### config.mk
export PLATFORM = sky130hd
export DESIGN_NAME = sha256_hash_engine_top
export DESIGN_NICKNAME = d
export VERILOG_FILES = /design/src/rtl/core/sha_pkg.sv /design/src/rtl/core/sha_ctrl.sv /design/src/rtl/core/sha_dpath.sv /design/src/rtl/core/sha256_hash_engine_top.sv
export VERILOG_INCLUDE_DIRS = /design/src /design/src/rtl/core
export SDC_FILE = /design/constraint.sdc
export NUM_CORES = 2
export LEC_CHECK = 0
export ABC_AREA = 1
export BUFFER_PORTS_ARGS = -buffer_cell sky130_fd_sc_hd__buf_2
export CAP_MARGIN = 25
export CORE_MARGIN = 3
export CORE_UTILIZATION = 34
export CTS_CLUSTER_SIZE = 8
export DETAILED_ROUTE_END_ITERATION = 7
export PLACE_DENSITY_LB_ADDON = 0.3
export SLEW_MARGIN = 20
export SYNTH_ARGS = -nofsm -noshare
export SYNTH_HDL_FRONTEND = slang
export SYNTH_SLANG_ARGS = --single-unit
### constraint.sdc
create_clock -name clk_i -period 20.5 [get_ports clk_i]
set_clock_uncertainty 0.05 [all_clocks]
set_input_delay 4.1 -clock clk_i [delete_from_list [all_inputs] [get_ports clk_i]]
set_output_delay 4.1 -clock clk_i [all_outputs]
set_load 0.05 [all_outputs]
### src/rtl/core/sha256_hash_engine_top_defines.svh
// assertion macros for the sha256 hash engine
// no dependencies
`ifndef SHA256_HASH_ENGINE_TOP_DEFINES_SVH
`define SHA256_HASH_ENGINE_TOP_DEFINES_SVH
`ifndef SYNTHESIS
`define SHA_ASSERT(lbl, clk, rst_n, prop) \
  lbl: assert property (@(posedge clk) disable iff (!rst_n) (prop)) else $error("sha256 check failed");
`define SHA_NEVER(lbl, clk, rst_n, cond) \
  lbl: assert property (@(posedge clk) disable iff (!rst_n) !(cond)) else $error("sha256 check failed");
`else
`define SHA_ASSERT(lbl, clk, rst_n, prop)
`define SHA_NEVER(lbl, clk, rst_n, cond)
`endif
`endif

### src/rtl/core/sha_pkg.sv
// shared types, constants and functions for the sha256 hash engine
// no dependencies
package sha_pkg;

  typedef struct packed {
    logic [7:0] data_byte;
    logic       has_byte;
    logic       last_item;
  } sha_in_t;

  typedef struct packed {
    logic [31:0] digest_word;
    logic [2:0]  word_index;
    logic        last_word;
  } sha_out_t;

  typedef enum logic [3:0] {
    ST_IDLE,
    ST_ROUND,
    ST_FOLD,
    ST_PAD,
    ST_EMIT
  } sha_state_e;

  // datapath commands
  typedef struct packed {
    logic       write_byte;  // write byte at pos
    logic [7:0] wbyte;
    logic       count_inc;
    logic       load_wv;     // chain -> working vars
    logic       do_round;
    logic       fold;        // chain += working vars
    logic       clear_tail;  // pad byte at pos, zeros after, length words if len_set
    logic       tail_all;    // zero the whole block, no pad byte
    logic       len_set;
    logic       reset_msg;   // chain and count to initial
    logic       emit;
  } sha_cmd_t;

  typedef struct packed {
    logic [5:0] pos;
  } sha_stat_t;

  localparam logic [7:0] PAD_BYTE = 8'b1000_0000;

  localparam logic [31:0] INIT_H [8] = '{
    32'h6a09e667, 32'hbb67ae85, 32'h3c6ef372, 32'ha54ff53a,
    32'h510e527f, 32'h9b05688c, 32'h1f83d9ab, 32'h5be0cd19};

  localparam logic [31:0] ROUND_K [64] = '{
    32'h428a2f98, 32'h71374491, 32'hb5c0fbcf, 32'he9b5dba5, 32'h3956c25b, 32'h59f111f1,
    32'h923f82a4, 32'hab1c5ed5, 32'hd807aa98, 32'h12835b01, 32'h243185be, 32'h550c7dc3,
    32'h72be5d74, 32'h80deb1fe, 32'h9bdc06a7, 32'hc19bf174, 32'he49b69c1, 32'hefbe4786,
    32'h0fc19dc6, 32'h240ca1cc, 32'h2de92c6f, 32'h4a7484aa, 32'h5cb0a9dc, 32'h76f988da,
    32'h983e5152, 32'ha831c66d, 32'hb00327c8, 32'hbf597fc7, 32'hc6e00bf3, 32'hd5a79147,
    32'h06ca6351, 32'h14292967, 32'h27b70a85, 32'h2e1b2138, 32'h4d2c6dfc, 32'h53380d13,
    32'h650a7354, 32'h766a0abb, 32'h81c2c92e, 32'h92722c85, 32'ha2bfe8a1, 32'ha81a664b,
    32'hc24b8b70, 32'hc76c51a3, 32'hd192e819, 32'hd6990624, 32'hf40e3585, 32'h106aa070,
    32'h19a4c116, 32'h1e376c08, 32'h2748774c, 32'h34b0bcb5, 32'h391c0cb3, 32'h4ed8aa4a,
    32'h5b9cca4f, 32'h682e6ff3, 32'h748f82ee, 32'h78a5636f, 32'h84c87814, 32'h8cc70208,
    32'h90befffa, 32'ha4506ceb, 32'hbef9a3f7, 32'hc67178f2};

  function automatic logic [31:0] rotr(input logic [31:0] x, input int unsigned n);
    rotr = (x >> n) | (x << (32 - n));
  endfunction

endpackage

### src/rtl/core/sha_ctrl.sv
// controller state machine for the sha256 hash engine
// depends on sha_pkg and the defines header
`include "sha256_hash_engine_top_defines.svh"
module sha_ctrl
  import sha_pkg::*;
(
  input  logic      clk_i,
  input  logic      rst_ni,
  input  logic      start_i,
  input  sha_in_t   item_i,
  input  sha_stat_t stat_i,
  output logic      busy_o,
  output sha_cmd_t  cmd_o,
  output logic [5:0] round_o,
  output logic [2:0] widx_o
);

  sha_state_e state_q, state_d;
  logic [5:0] rnd_q, rnd_d;
  logic [2:0] widx_q, widx_d;
  logic       last_q, last_d;   // message end pending
  logic       final_q, final_d; // current compression is the length block
  logic       pad_done_q, pad_done_d; // pad byte already placed in an earlier block
  logic       acc;

  assign acc = start_i && (state_q == ST_IDLE);
  assign busy_o = (state_q != ST_IDLE);
  assign round_o = rnd_q;
  assign widx_o = widx_q;

  // next state
  always_comb begin
    state_d = state_q;
    rnd_d = rnd_q;
    widx_d = widx_q;
    last_d = last_q;
    final_d = final_q;
    pad_done_d = pad_done_q;
    case (state_q)
      ST_IDLE: begin
        if (acc) begin
          last_d = item_i.last_item;
          final_d = 1'b0;
          pad_done_d = 1'b0;
          rnd_d = '0;
          if (item_i.has_byte && stat_i.pos == 6'd63) begin
            state_d = ST_ROUND;
          end else if (item_i.last_item) begin
            state_d = ST_PAD;
          end
        end
      end
      ST_PAD: begin
        // pad at pos; from pos 56 on the length needs a second block
        rnd_d = '0;
        state_d = ST_ROUND;
        pad_done_d = 1'b1;
        final_d = pad_done_q || (stat_i.pos < 6'd56);
        last_d = final_d ? 1'b0 : last_q;
      end
      ST_ROUND: begin
        rnd_d = rnd_q + 6'd1;
        if (rnd_q == 6'd63) begin
          state_d = ST_FOLD;
        end
      end
      ST_FOLD: begin
        widx_d = '0;
        if (final_q) begin
          state_d = ST_EMIT;
        end else if (last_q) begin
          state_d = ST_PAD;
        end else begin
          state_d = ST_IDLE;
        end
      end
      ST_EMIT: begin
        widx_d = widx_q + 3'd1;
        if (widx_q == 3'd7) begin
          state_d = ST_IDLE;
        end
      end
      default: state_d = ST_IDLE;
    endcase
  end

  // outputs
  always_comb begin
    cmd_o = '0;
    case (state_q)
      ST_IDLE: begin
        if (acc && item_i.has_byte) begin
          cmd_o.write_byte = 1'b1;
          cmd_o.wbyte = item_i.data_byte;
          cmd_o.count_inc = 1'b1;
        end
        if (acc && (item_i.has_byte && stat_i.pos == 6'd63)) begin
          cmd_o.load_wv = 1'b1;
        end
      end
      ST_PAD: begin
        cmd_o.clear_tail = 1'b1;
        cmd_o.tail_all = pad_done_q;
        cmd_o.len_set = pad_done_q || (stat_i.pos < 6'd56);
        cmd_o.load_wv = 1'b1;
      end
      ST_ROUND: cmd_o.do_round = 1'b1;
      ST_FOLD:  cmd_o.fold = 1'b1;
      ST_EMIT: begin
        cmd_o.emit = 1'b1;
        cmd_o.reset_msg = (widx_q == 3'd7);
      end
      default: cmd_o = '0;
    endcase
  end

  always_ff @(posedge clk_i or negedge rst_ni) begin
    if (!rst_ni) begin
      state_q <= ST_IDLE;
      rnd_q <= '0;
      widx_q <= '0;
      last_q <= 1'b0;
      final_q <= 1'b0;
      pad_done_q <= 1'b0;
    end else begin
      state_q <= state_d;
      rnd_q <= rnd_d;
      widx_q <= widx_d;
      last_q <= last_d;
      final_q <= final_d;
      pad_done_q <= pad_done_d;
    end
  end

  `SHA_NEVER(a_no_accept_busy, clk_i, rst_ni, busy_o && acc)
  `SHA_ASSERT(a_round_wrap, clk_i, rst_ni,
    (state_q == ST_ROUND && rnd_q == 6'd63) |=> state_q == ST_FOLD)
  `SHA_ASSERT(a_emit_eight, clk_i, rst_ni,
    (state_q == ST_EMIT && widx_q == 3'd7) |=> state_q == ST_IDLE)

endmodule

### src/rtl/core/sha_dpath.sv
// datapath of the sha256 hash engine: block buffer, schedule, rounds, chain
// depends on sha_pkg
module sha_dpath
  import sha_pkg::*;
(
  input  logic       clk_i,
  input  logic       rst_ni,
  input  sha_cmd_t   cmd_i,
  input  logic [5:0] round_i,
  input  logic [2:0] widx_i,
  output sha_stat_t  stat_o,
  output logic [31:0] word_o
);

  logic [31:0] w_q [16];      // rolling schedule window, starts as the block
  logic [31:0] h_q [8];
  logic [31:0] v_q [8];
  logic [60:0] cnt_q;
  logic [5:0]  pos;
  logic [31:0] wt, wnew, s0, s1, t1, t2, big0, big1, ch, maj;

  assign pos = cnt_q[5:0];
  assign stat_o.pos = pos;
  assign word_o = h_q[widx_i];

  // the schedule window shifts every round; w_q[0] is w[t]
  assign wt = w_q[0];
  assign s0 = rotr(w_q[1], 7) ^ rotr(w_q[1], 18) ^ (w_q[1] >> 3);
  assign s1 = rotr(w_q[14], 17) ^ rotr(w_q[14], 19) ^ (w_q[14] >> 10);
  assign wnew = w_q[0] + s0 + w_q[9] + s1;

  assign big1 = rotr(v_q[4], 6) ^ rotr(v_q[4], 11) ^ rotr(v_q[4], 25);
  assign ch = (v_q[4] & v_q[5]) ^ (~v_q[4] & v_q[6]);
  assign big0 = rotr(v_q[0], 2) ^ rotr(v_q[0], 13) ^ rotr(v_q[0], 22);
  assign maj = (v_q[0] & v_q[1]) ^ (v_q[0] & v_q[2]) ^ (v_q[1] & v_q[2]);
  assign t1 = v_q[7] + big1 + ch + ROUND_K[round_i] + wt;
  assign t2 = big0 + maj;

  always_ff @(posedge clk_i) begin
    if (cmd_i.write_byte) begin
      w_q[pos[5:2]][(3 - pos[1:0]) * 8 +: 8] <= cmd_i.wbyte;
    end else if (cmd_i.clear_tail) begin
      // pad byte at pos, zeros after; for the second length block, zeros up to the length words
      for (int i = 0; i < 64; i++) begin
        if (!(cmd_i.len_set && i >= 56)) begin
          if (cmd_i.tail_all || i[5:0] > pos) begin
            w_q[i / 4][(3 - i % 4) * 8 +: 8] <= 8'h00;
          end else if (i[5:0] == pos) begin
            w_q[i / 4][(3 - i % 4) * 8 +: 8] <= PAD_BYTE;
          end
        end
      end
      if (cmd_i.len_set) begin
        w_q[14] <= {cnt_q[60:29]};
        w_q[15] <= {cnt_q[28:0], 3'b000};
      end
    end else if (cmd_i.do_round) begin
      for (int i = 0; i < 15; i++) begin
        w_q[i] <= w_q[i + 1];
      end
      w_q[15] <= wnew;
    end
    if (cmd_i.load_wv) begin
      v_q <= h_q;
    end else if (cmd_i.do_round) begin
      v_q[7] <= v_q[6];
      v_q[6] <= v_q[5];
      v_q[5] <= v_q[4];
      v_q[4] <= v_q[3] + t1;
      v_q[3] <= v_q[2];
      v_q[2] <= v_q[1];
      v_q[1] <= v_q[0];
      v_q[0] <= t1 + t2;
    end
  end

  // chain value and byte count
  always_ff @(posedge clk_i or negedge rst_ni) begin
    if (!rst_ni) begin
      h_q <= INIT_H;
      cnt_q <= '0;
    end else begin
      if (cmd_i.fold) begin
        for (int i = 0; i < 8; i++) begin
          h_q[i] <= h_q[i] + v_q[i];
        end
      end else if (cmd_i.reset_msg) begin
        h_q <= INIT_H;
      end
      if (cmd_i.count_inc) begin
        cnt_q <= cnt_q + 61'd1;
      end else if (cmd_i.reset_msg) begin
        cnt_q <= '0;
      end
    end
  end

endmodule

### src/rtl/core/sha256_hash_engine_top.sv
// top level of the sha256 hash engine
// depends on sha_pkg, sha_ctrl, sha_dpath and the defines header
//
// channel   | dir | handshake      | payload
// ----------+-----+----------------+-----------------------
// item      | in  | start_i, busy_o| item_i   (sha_in_t)
// result    | out | valid_o strobe | result_o (sha_out_t)
//
// a byte that does not fill a block is taken without leaving idle
// a byte that fills a block runs a compression: load, 64 rounds on the shared round unit, fold
// last item adds a compression per final block (one or two): pad, 64 rounds, fold,
// then eight beats of digest, one per cycle
// reset restores the initial hash values and clears the byte count
// the receiver cannot stall; results go out on fixed cycles
`include "sha256_hash_engine_top_defines.svh"
module sha256_hash_engine_top
  import sha_pkg::*;
(
  input  logic     clk_i,
  input  logic     rst_ni,
  input  logic     start_i,
  input  sha_in_t  item_i,
  output logic     busy_o,
  output logic     valid_o,
  output sha_out_t result_o
);

  sha_cmd_t   cmd;
  sha_stat_t  stat;
  logic [5:0] rnd;
  logic [2:0] widx;
  logic [31:0] word;

  // the controller sees pos from the count, which already includes the last byte

  sha_ctrl u_ctrl (
    .clk_i   (clk_i),
    .rst_ni  (rst_ni),
    .start_i (start_i),
    .item_i  (item_i),
    .stat_i  (stat),
    .busy_o  (busy_o),
    .cmd_o   (cmd),
    .round_o (rnd),
    .widx_o  (widx)
  );

  sha_dpath u_dpath (
    .clk_i   (clk_i),
    .rst_ni  (rst_ni),
    .cmd_i   (cmd),
    .round_i (rnd),
    .widx_i  (widx),
    .stat_o  (stat),
    .word_o  (word)
  );

  // digest beats straight off the chain register
  assign valid_o = cmd.emit;
  assign result_o.digest_word = word;
  assign result_o.word_index = widx;
  assign result_o.last_word = (widx == 3'd7);

  `SHA_ASSERT(a_beat_idle_in, clk_i, rst_ni, valid_o |-> busy_o)
  `SHA_ASSERT(a_beat_seq, clk_i, rst_ni,
    (valid_o && !result_o.last_word) |=> valid_o)
  `SHA_ASSERT(a_last_ends, clk_i, rst_ni,
    (valid_o && result_o.last_word) |=> !valid_o)

endmodule

# Word level (Yosys, flattened, before mapping)
# Memory sizes are Yosys's and may differ from the RTL's.
# Cells that the tools add are included.
# W data, S select, Z words.
[word_totals]
ff_bits = 589
out_inout_bits = 38
latchBits = 0
romBits = 2048
wordCells = 1217
ramBits = 512
mem_count = 2
[classes]
multipliers = 0
reduce_logical = 83
eq_ne = 75
magnitude_cmp = 67
muxes = 777
addsub = 23
n_bitwise = 165
div = 0
n_shift = 2
[memory_table]
columns = ["memory", "words", "word_bits", "rd", "rd_ports_with_merged_regs", "write_ports", "line_no", "text"]
rows = [
  ["(name not given)", 64, 32, 1, 0, 0, "sha_dpath.sv:36", "assign t1 = v_q[7] + big1 + ch + ROUND_K[round_i] + wt;"],
  ["u_dpath.w_q", 16, 32, 16, 0, 16, "sha_dpath.sv:15", "logic [31:0] w_q [16];"],
]
[op_table]
columns = ["operator", "n"]
rows = [
  ["$mux W8", 136],
  ["$mux W256", 4],
  ["$mux W1", 607],
  ["$add A32 B32 Y32", 18],
  ["$xor A32 B32 Y32", 9],
  ["$mux W32", 7],
  ["$eq A6 B6 Y1 const A", 32],
  ["$gt A6 B6 Y1 const A", 32],
  ["$and A32 B32 Y32", 5],
  ["$or A1 B1 Y1", 136],
  ["$mux W61", 2],
  ["$bmux W32 S3", 1],
  ["$eq A5 B6 Y1 const A", 16],
  ["$gt A5 B6 Y1 const A", 16],
  ["$logic_or A1 B1 Y1", 65],
  ["$add A61 B1 Y61 const B", 1],
  ["$eq A4 B6 Y1 const A", 8],
  ["$gt A4 B6 Y1 const A", 8],
  ["$neg A32 Y34", 1],
  ["$shift A8 B34 Y32 const A", 1],
  ["$shiftx A8 B34 Y32", 1],
  ["$not A32 Y32", 1],
  ["$or A10 B32 Y32", 1],
  ["$or A13 B32 Y32", 1],
  ["other kinds (51)", 83],
]

# Depth between registers and ports, before layout
[depth]
ltp_word = 12
mapped_depth = 46

# By module
# A second synthesis with hierarchy kept.
[unflattened]
cells_unflattened = 10795
hier_area_um2 = 81704.6
[by_module_without_submodules]
columns = ["module", "seq_area_each_um2", "cells_each", "n_inst", "area_per_inst_um2"]
rows = [
  ["sha_dpath", 29443.2, 10662, 1, 80728.7],
  ["sha_ctrl", 375.4, 130, 1, 962.2],
  ["sha256_hash_engine_top", 0.0, 3, 1, 13.8],
]

# Worst setup path after synthesis
# Ideal clock, no wire load.
[synth_timing]
path_type = "in2reg"
start = "in start_i"
end = "reg u_dpath.v_q[0] (netlist name), enable pin"
required_time_ns = 19.821
path_buffers = 0
cell_stages = 6
setup_ns = 0.629
setup_slack_ns = 9.822
t_arrival_ns = 9.999
cell_sequence = "inv_1 -> nor2_4 -> nand2_2 -> inv_2 -> nand2_2 -> nand2_1"
[synth_via]
elab_chain_len = 5
[synth_rtl]
columns = ["element", "line_no", "text"]
rows = [
  ["start: declaration", "sha256_hash_engine_top.sv:21", "input logic start_i,"],
  ["$logic_and A1 B1 Y1", "sha_ctrl.sv:26", "assign acc = start_i && (state_q == ST_IDLE);"],
  ["$logic_and A1 B1 Y1", "sha_ctrl.sv:97", "if (acc && (item_i.has_byte && stat_i.pos == 6'd63)) begin"],
  ["$mux W1", "sha_ctrl.sv:97", ""],
  ["$pmux W1 S2", "sha_ctrl.sv:90", "case (state_q)"],
  ["$reduce_bool A2 Y1 (no line)", "--", ""],
  ["end signal: assignment", "sha_dpath.sv:64", "v_q <= h_q;"],
  ["end: declaration", "sha_dpath.sv:17", "logic [31:0] v_q [8];"],
]
# Every way passes these cells.
# A chain may end at the register's enable or synchronous reset.

# Final worst setup path
[layout_timing]
start = "reg u_ctrl.rnd_q[0] (netlist: u_ctrl.round_o[0])"
end = "reg u_dpath.v_q[253] (netlist name), data pin"
[layout_via]
elab_chain_len = 9
[layout_rtl]
columns = ["element", "line_no", "text"]
rows = [
  ["start: declaration", "sha_ctrl.sv:19", "logic [5:0] rnd_q, rnd_d;"],
  ["start signal: assignment", "sha_ctrl.sv:127", "rnd_q <= rnd_d;"],
  ["$not A6 Y7 (not written as such)", "sha_dpath.sv:36", ""],
  ["$mem_v2 Z64 W32", "--", ""],
  ["$mux W32 (not written as such) (2 in series)", "sha_dpath.sv:36", ""],
  ["$add A32 B32 Y32 (2 in series)", "sha_dpath.sv:36", ""],
  ["$add A32 B32 Y32", "sha_dpath.sv:73", "v_q[0] <= t1 + t2;"],
  ["$mux W256", "sha_dpath.sv:65", "end else if (cmd_i.do_round) begin"],
  ["$mux W256", "sha_dpath.sv:63", "if (cmd_i.load_wv) begin"],
]
# Every way passes these cells. The select of a mux whose other input is x is not followed.

==> metrics.cfg <==
[route]
drc=0
wire_per_inst_um=25.2
vias=79791
final_antenna_net_count=0
dr.pass1.iters=8
routed_wl_um=359000
drt_iter0_drc=9939
vias_per_cell=5.61

[timing]
tns_ps=0
setup_viol=0
max_freq_mhz=108
hold_slack_ps=415
max-slew-margin-rel=0.150
rsz0062_at_grt=no
tightest_slew_ps=1270
timing_hold_violations_final=0
period_share=0.450
fin_crit_ps=9230
slew_viol_final=0

[setup_path]
max_stage_delay_ps=580
critical-path-top-delay-family=adder cells
crit_top_cell=nand2_1
crit_path_max_fanout=12
regToRegSetupSlack_ps=11270
cpMaxStageDelayCell=fa_1
path_class=reg -> reg
cp-end-kind=flop
ff2ff_path_depth=36
critical_path_buf_inv_count=7
worstReg2RegEnd=u_dpath.v_q[253]$_DFFE_PP_
required_ps=21010
r2r-start=u_ctrl.round_o[0]$_DFFE_PN0P_
cp-start-kind=flop
arrival_ps=9740

[global_routing]
grt_pass1_wl_um=516000
busiest_layer=met2
met3_usage=0.0683
gr-usage-all-layers=0.280
grt_pass1_vias=74480
grtUsageMet1=0.380
antenna_found_initial=11
grt_max_degree=204
use_met2=0.414
grt-ovfl-total=0

[yosys]
synth_cells=11002
synth_ff_type=edfxtp_1
synthArstFlopShare=0.302
synth-edff-count=596
syn_area_per_cell_sq_um=7.48
synth_cell_types=72
synth_largest_area_cell=edfxtp_1
syn_nets=11608
synth_top_area_share=0.217
synth-seq-area-share=0.362
synth_area_sq_um=82300
yosys_warnings=0
yosys-top-cells-area=edfxtp_1 (22%), nand2_1 (12%), inv_1 (6.5%), ha_1 (6.1%), dfrtp_1 (6.0%)
ys_ff_latch=1100

[floorplanning]
ios=51
start_util=0.344
core_area_sq_um=239000
rows=179
dieArea_sq_um=248000
die_width_um=498
dieHeight_um=498

[final_layout]
nets=11542
fin_util=0.379
final_cell_mix=nand2_1 (2,723), inv_1 (1,414), o21ai_0 (979), a21oi_1 (867), nor2_1 (861)
area_growth_pct=10.4
stdcell_area_sq_um=90800
final_common_cell=nand2_1
drive_gt1_frac=0.0553

[min_path]
hold_path_class=reg -> reg
min_to=u_dpath.w_q[12][24]$_SDFFE_PP0P_
worstHoldStart=u_dpath.w_q[12][24]$_SDFFE_PP0P_
holdPathStages=2

[clocking]
clock_latency_ps=850
ctsResizeCount=0
ctsHoldBuffers=0
htreeDepth=4
cts_tree=built
cts-root-buf=clkbuf_16
clk_transition_reported_paths_ps=50
cts.sinks=1100
clockBufferDepth=3
postCtsSetupBuffers=0
cts_buffers=158

[job]
cap_violations=0

[placement]
hpwl_um=279000
port_buffers=50
gp_congestion=1.04
dpl_cell_area_sq_um=85800

[outcome]
outcome=finished, final reports clean

==> registers in the layout, indices dropped and copies added, names as in the netlist <==
register	cells
u_dpath.h_q	256
u_ctrl.final_q	1
u_dpath.v_q	256
u_ctrl.pad_done_q	1
u_ctrl.round_o	6
u_ctrl.state_q	3
u_ctrl.last_q	1
u_dpath.w_q	512
u_ctrl.widx_o	3
u_dpath.cnt_q	61
==> worst min-delay path: cells and delay by family, from the launching register on <==
kind / cells / cell delay (ps)
AOI/OAI and AO/OA: 1 / 70
DFF: 1 / 300
buffers and inverters: 1 / 40
==> worst max path at each step <==
stage,from,to,slack [ps],depth (start not counted)
6_report,u_ctrl.round_o[0]$_DFFE_PN0P_,u_dpath.v_q[253]$_DFFE_PP_,11270,36
5_1_grt,u_ctrl.round_o[0]$_DFFE_PN0P_,u_dpath.v_q[254]$_DFFE_PP_,10600,38
4_1_cts,u_ctrl.round_o[0]$_DFFE_PN0P_,u_dpath.v_q[254]$_DFFE_PP_,11410,33
3_5_place_dp,u_ctrl.round_o[0]$_DFFE_PN0P_,u_dpath.v_q[254]$_DFFE_PP_,11440,33
3_3_place_gp,u_ctrl.round_o[2]$_DFFE_PN0P_,u_dpath.v_q[255]$_DFFE_PP_,11270,39
2_1_floorplan,start_i,u_dpath.v_q[0]$_DFFE_PP_,9820,6
==> cells by family (layout without fill, tap and decap cells) <==
family                   count (synthesis)  count (layout)  synth area share
XOR/XNOR                               372             372            0.0396
other                                    0               3                 0
AND/OR/NAND/NOR                       4520            4520             0.226
AO/OA/AOI/OAI                         2540            2540             0.174
flip-flops                            1100            1100             0.362
adder cells (fa/ha/maj)                609             609             0.110
multiplexers                            20              20           0.00243
buffers and inverters                 1841            1904            0.0855
==> through the flow <==
step,std cells,worst slack [ps]
finish,14235,11270
global route,14234,10600
CTS,14222,11410
detailed placement,13933,11440
global placement,13921,11270
floorplan,11002,9820
==> per-layer routing <==
| metal | part of all wire | wire [um] | up-vias |
|---|---|---|---|
| met2 | 0.42 | 149000 | 4189 |
| met5 | 0 | 0 | - |
| met3 | 0.11 | 38800 | 820 |
| li1 | - | - | 36674 |
| met1 | 0.42 | 149000 | 38108 |
| met4 | 0.059 | 21200 | 0 |
==> Yosys cell counts, drive strengths merged (8+ instances only) <==
| library cell | n |
|---|---|
| a211oi | 11 |
| a21boi | 29 |
| a21o | 67 |
| a21oi | 877 |
| a221oi | 30 |
| a31oi | 114 |
| a32oi | 8 |
| and3 | 11 |
| buf | 117 |
| clkbuf | 271 |
| clkinv | 10 |
| dfrtp | 196 |
| dfstp | 136 |
| dfxtp | 172 |
| edfxtp | 596 |
| fa | 195 |
| ha | 398 |
| inv | 1443 |
| maj3 | 16 |
| mux2i | 20 |
| nand2 | 2737 |
| nand3 | 547 |
| nand3b | 35 |
| nand4 | 115 |
| nor2 | 879 |
| nor3 | 128 |
| nor4 | 34 |
| o2111ai | 13 |
| o211ai | 100 |
| o21a | 24 |
| o21ai | 994 |
| o21bai | 63 |
| o221ai | 18 |
| o22ai | 133 |
| o311ai | 8 |
| o31ai | 17 |
| or2 | 29 |
| xnor2 | 154 |
| xor2 | 218 |
==> cell type report <==
cell class | count | area [sq um]
Multi-Input combinational cell | 8061 | 45500
Antenna cell | 3 | 7.51
Fill cell | 25216 | 149000
Clock inverter | 18 | 452
Inverter | 1453 | 5470
Clock buffer | 271 | 4440
Tap cell | 3167 | 3960
Timing Repair Buffer | 162 | 1190
Sequential cell | 1100 | 29800
Power is not shown: default switching activity piles up to over one toggle a cycle in this logic, so the estimate is an artifact.
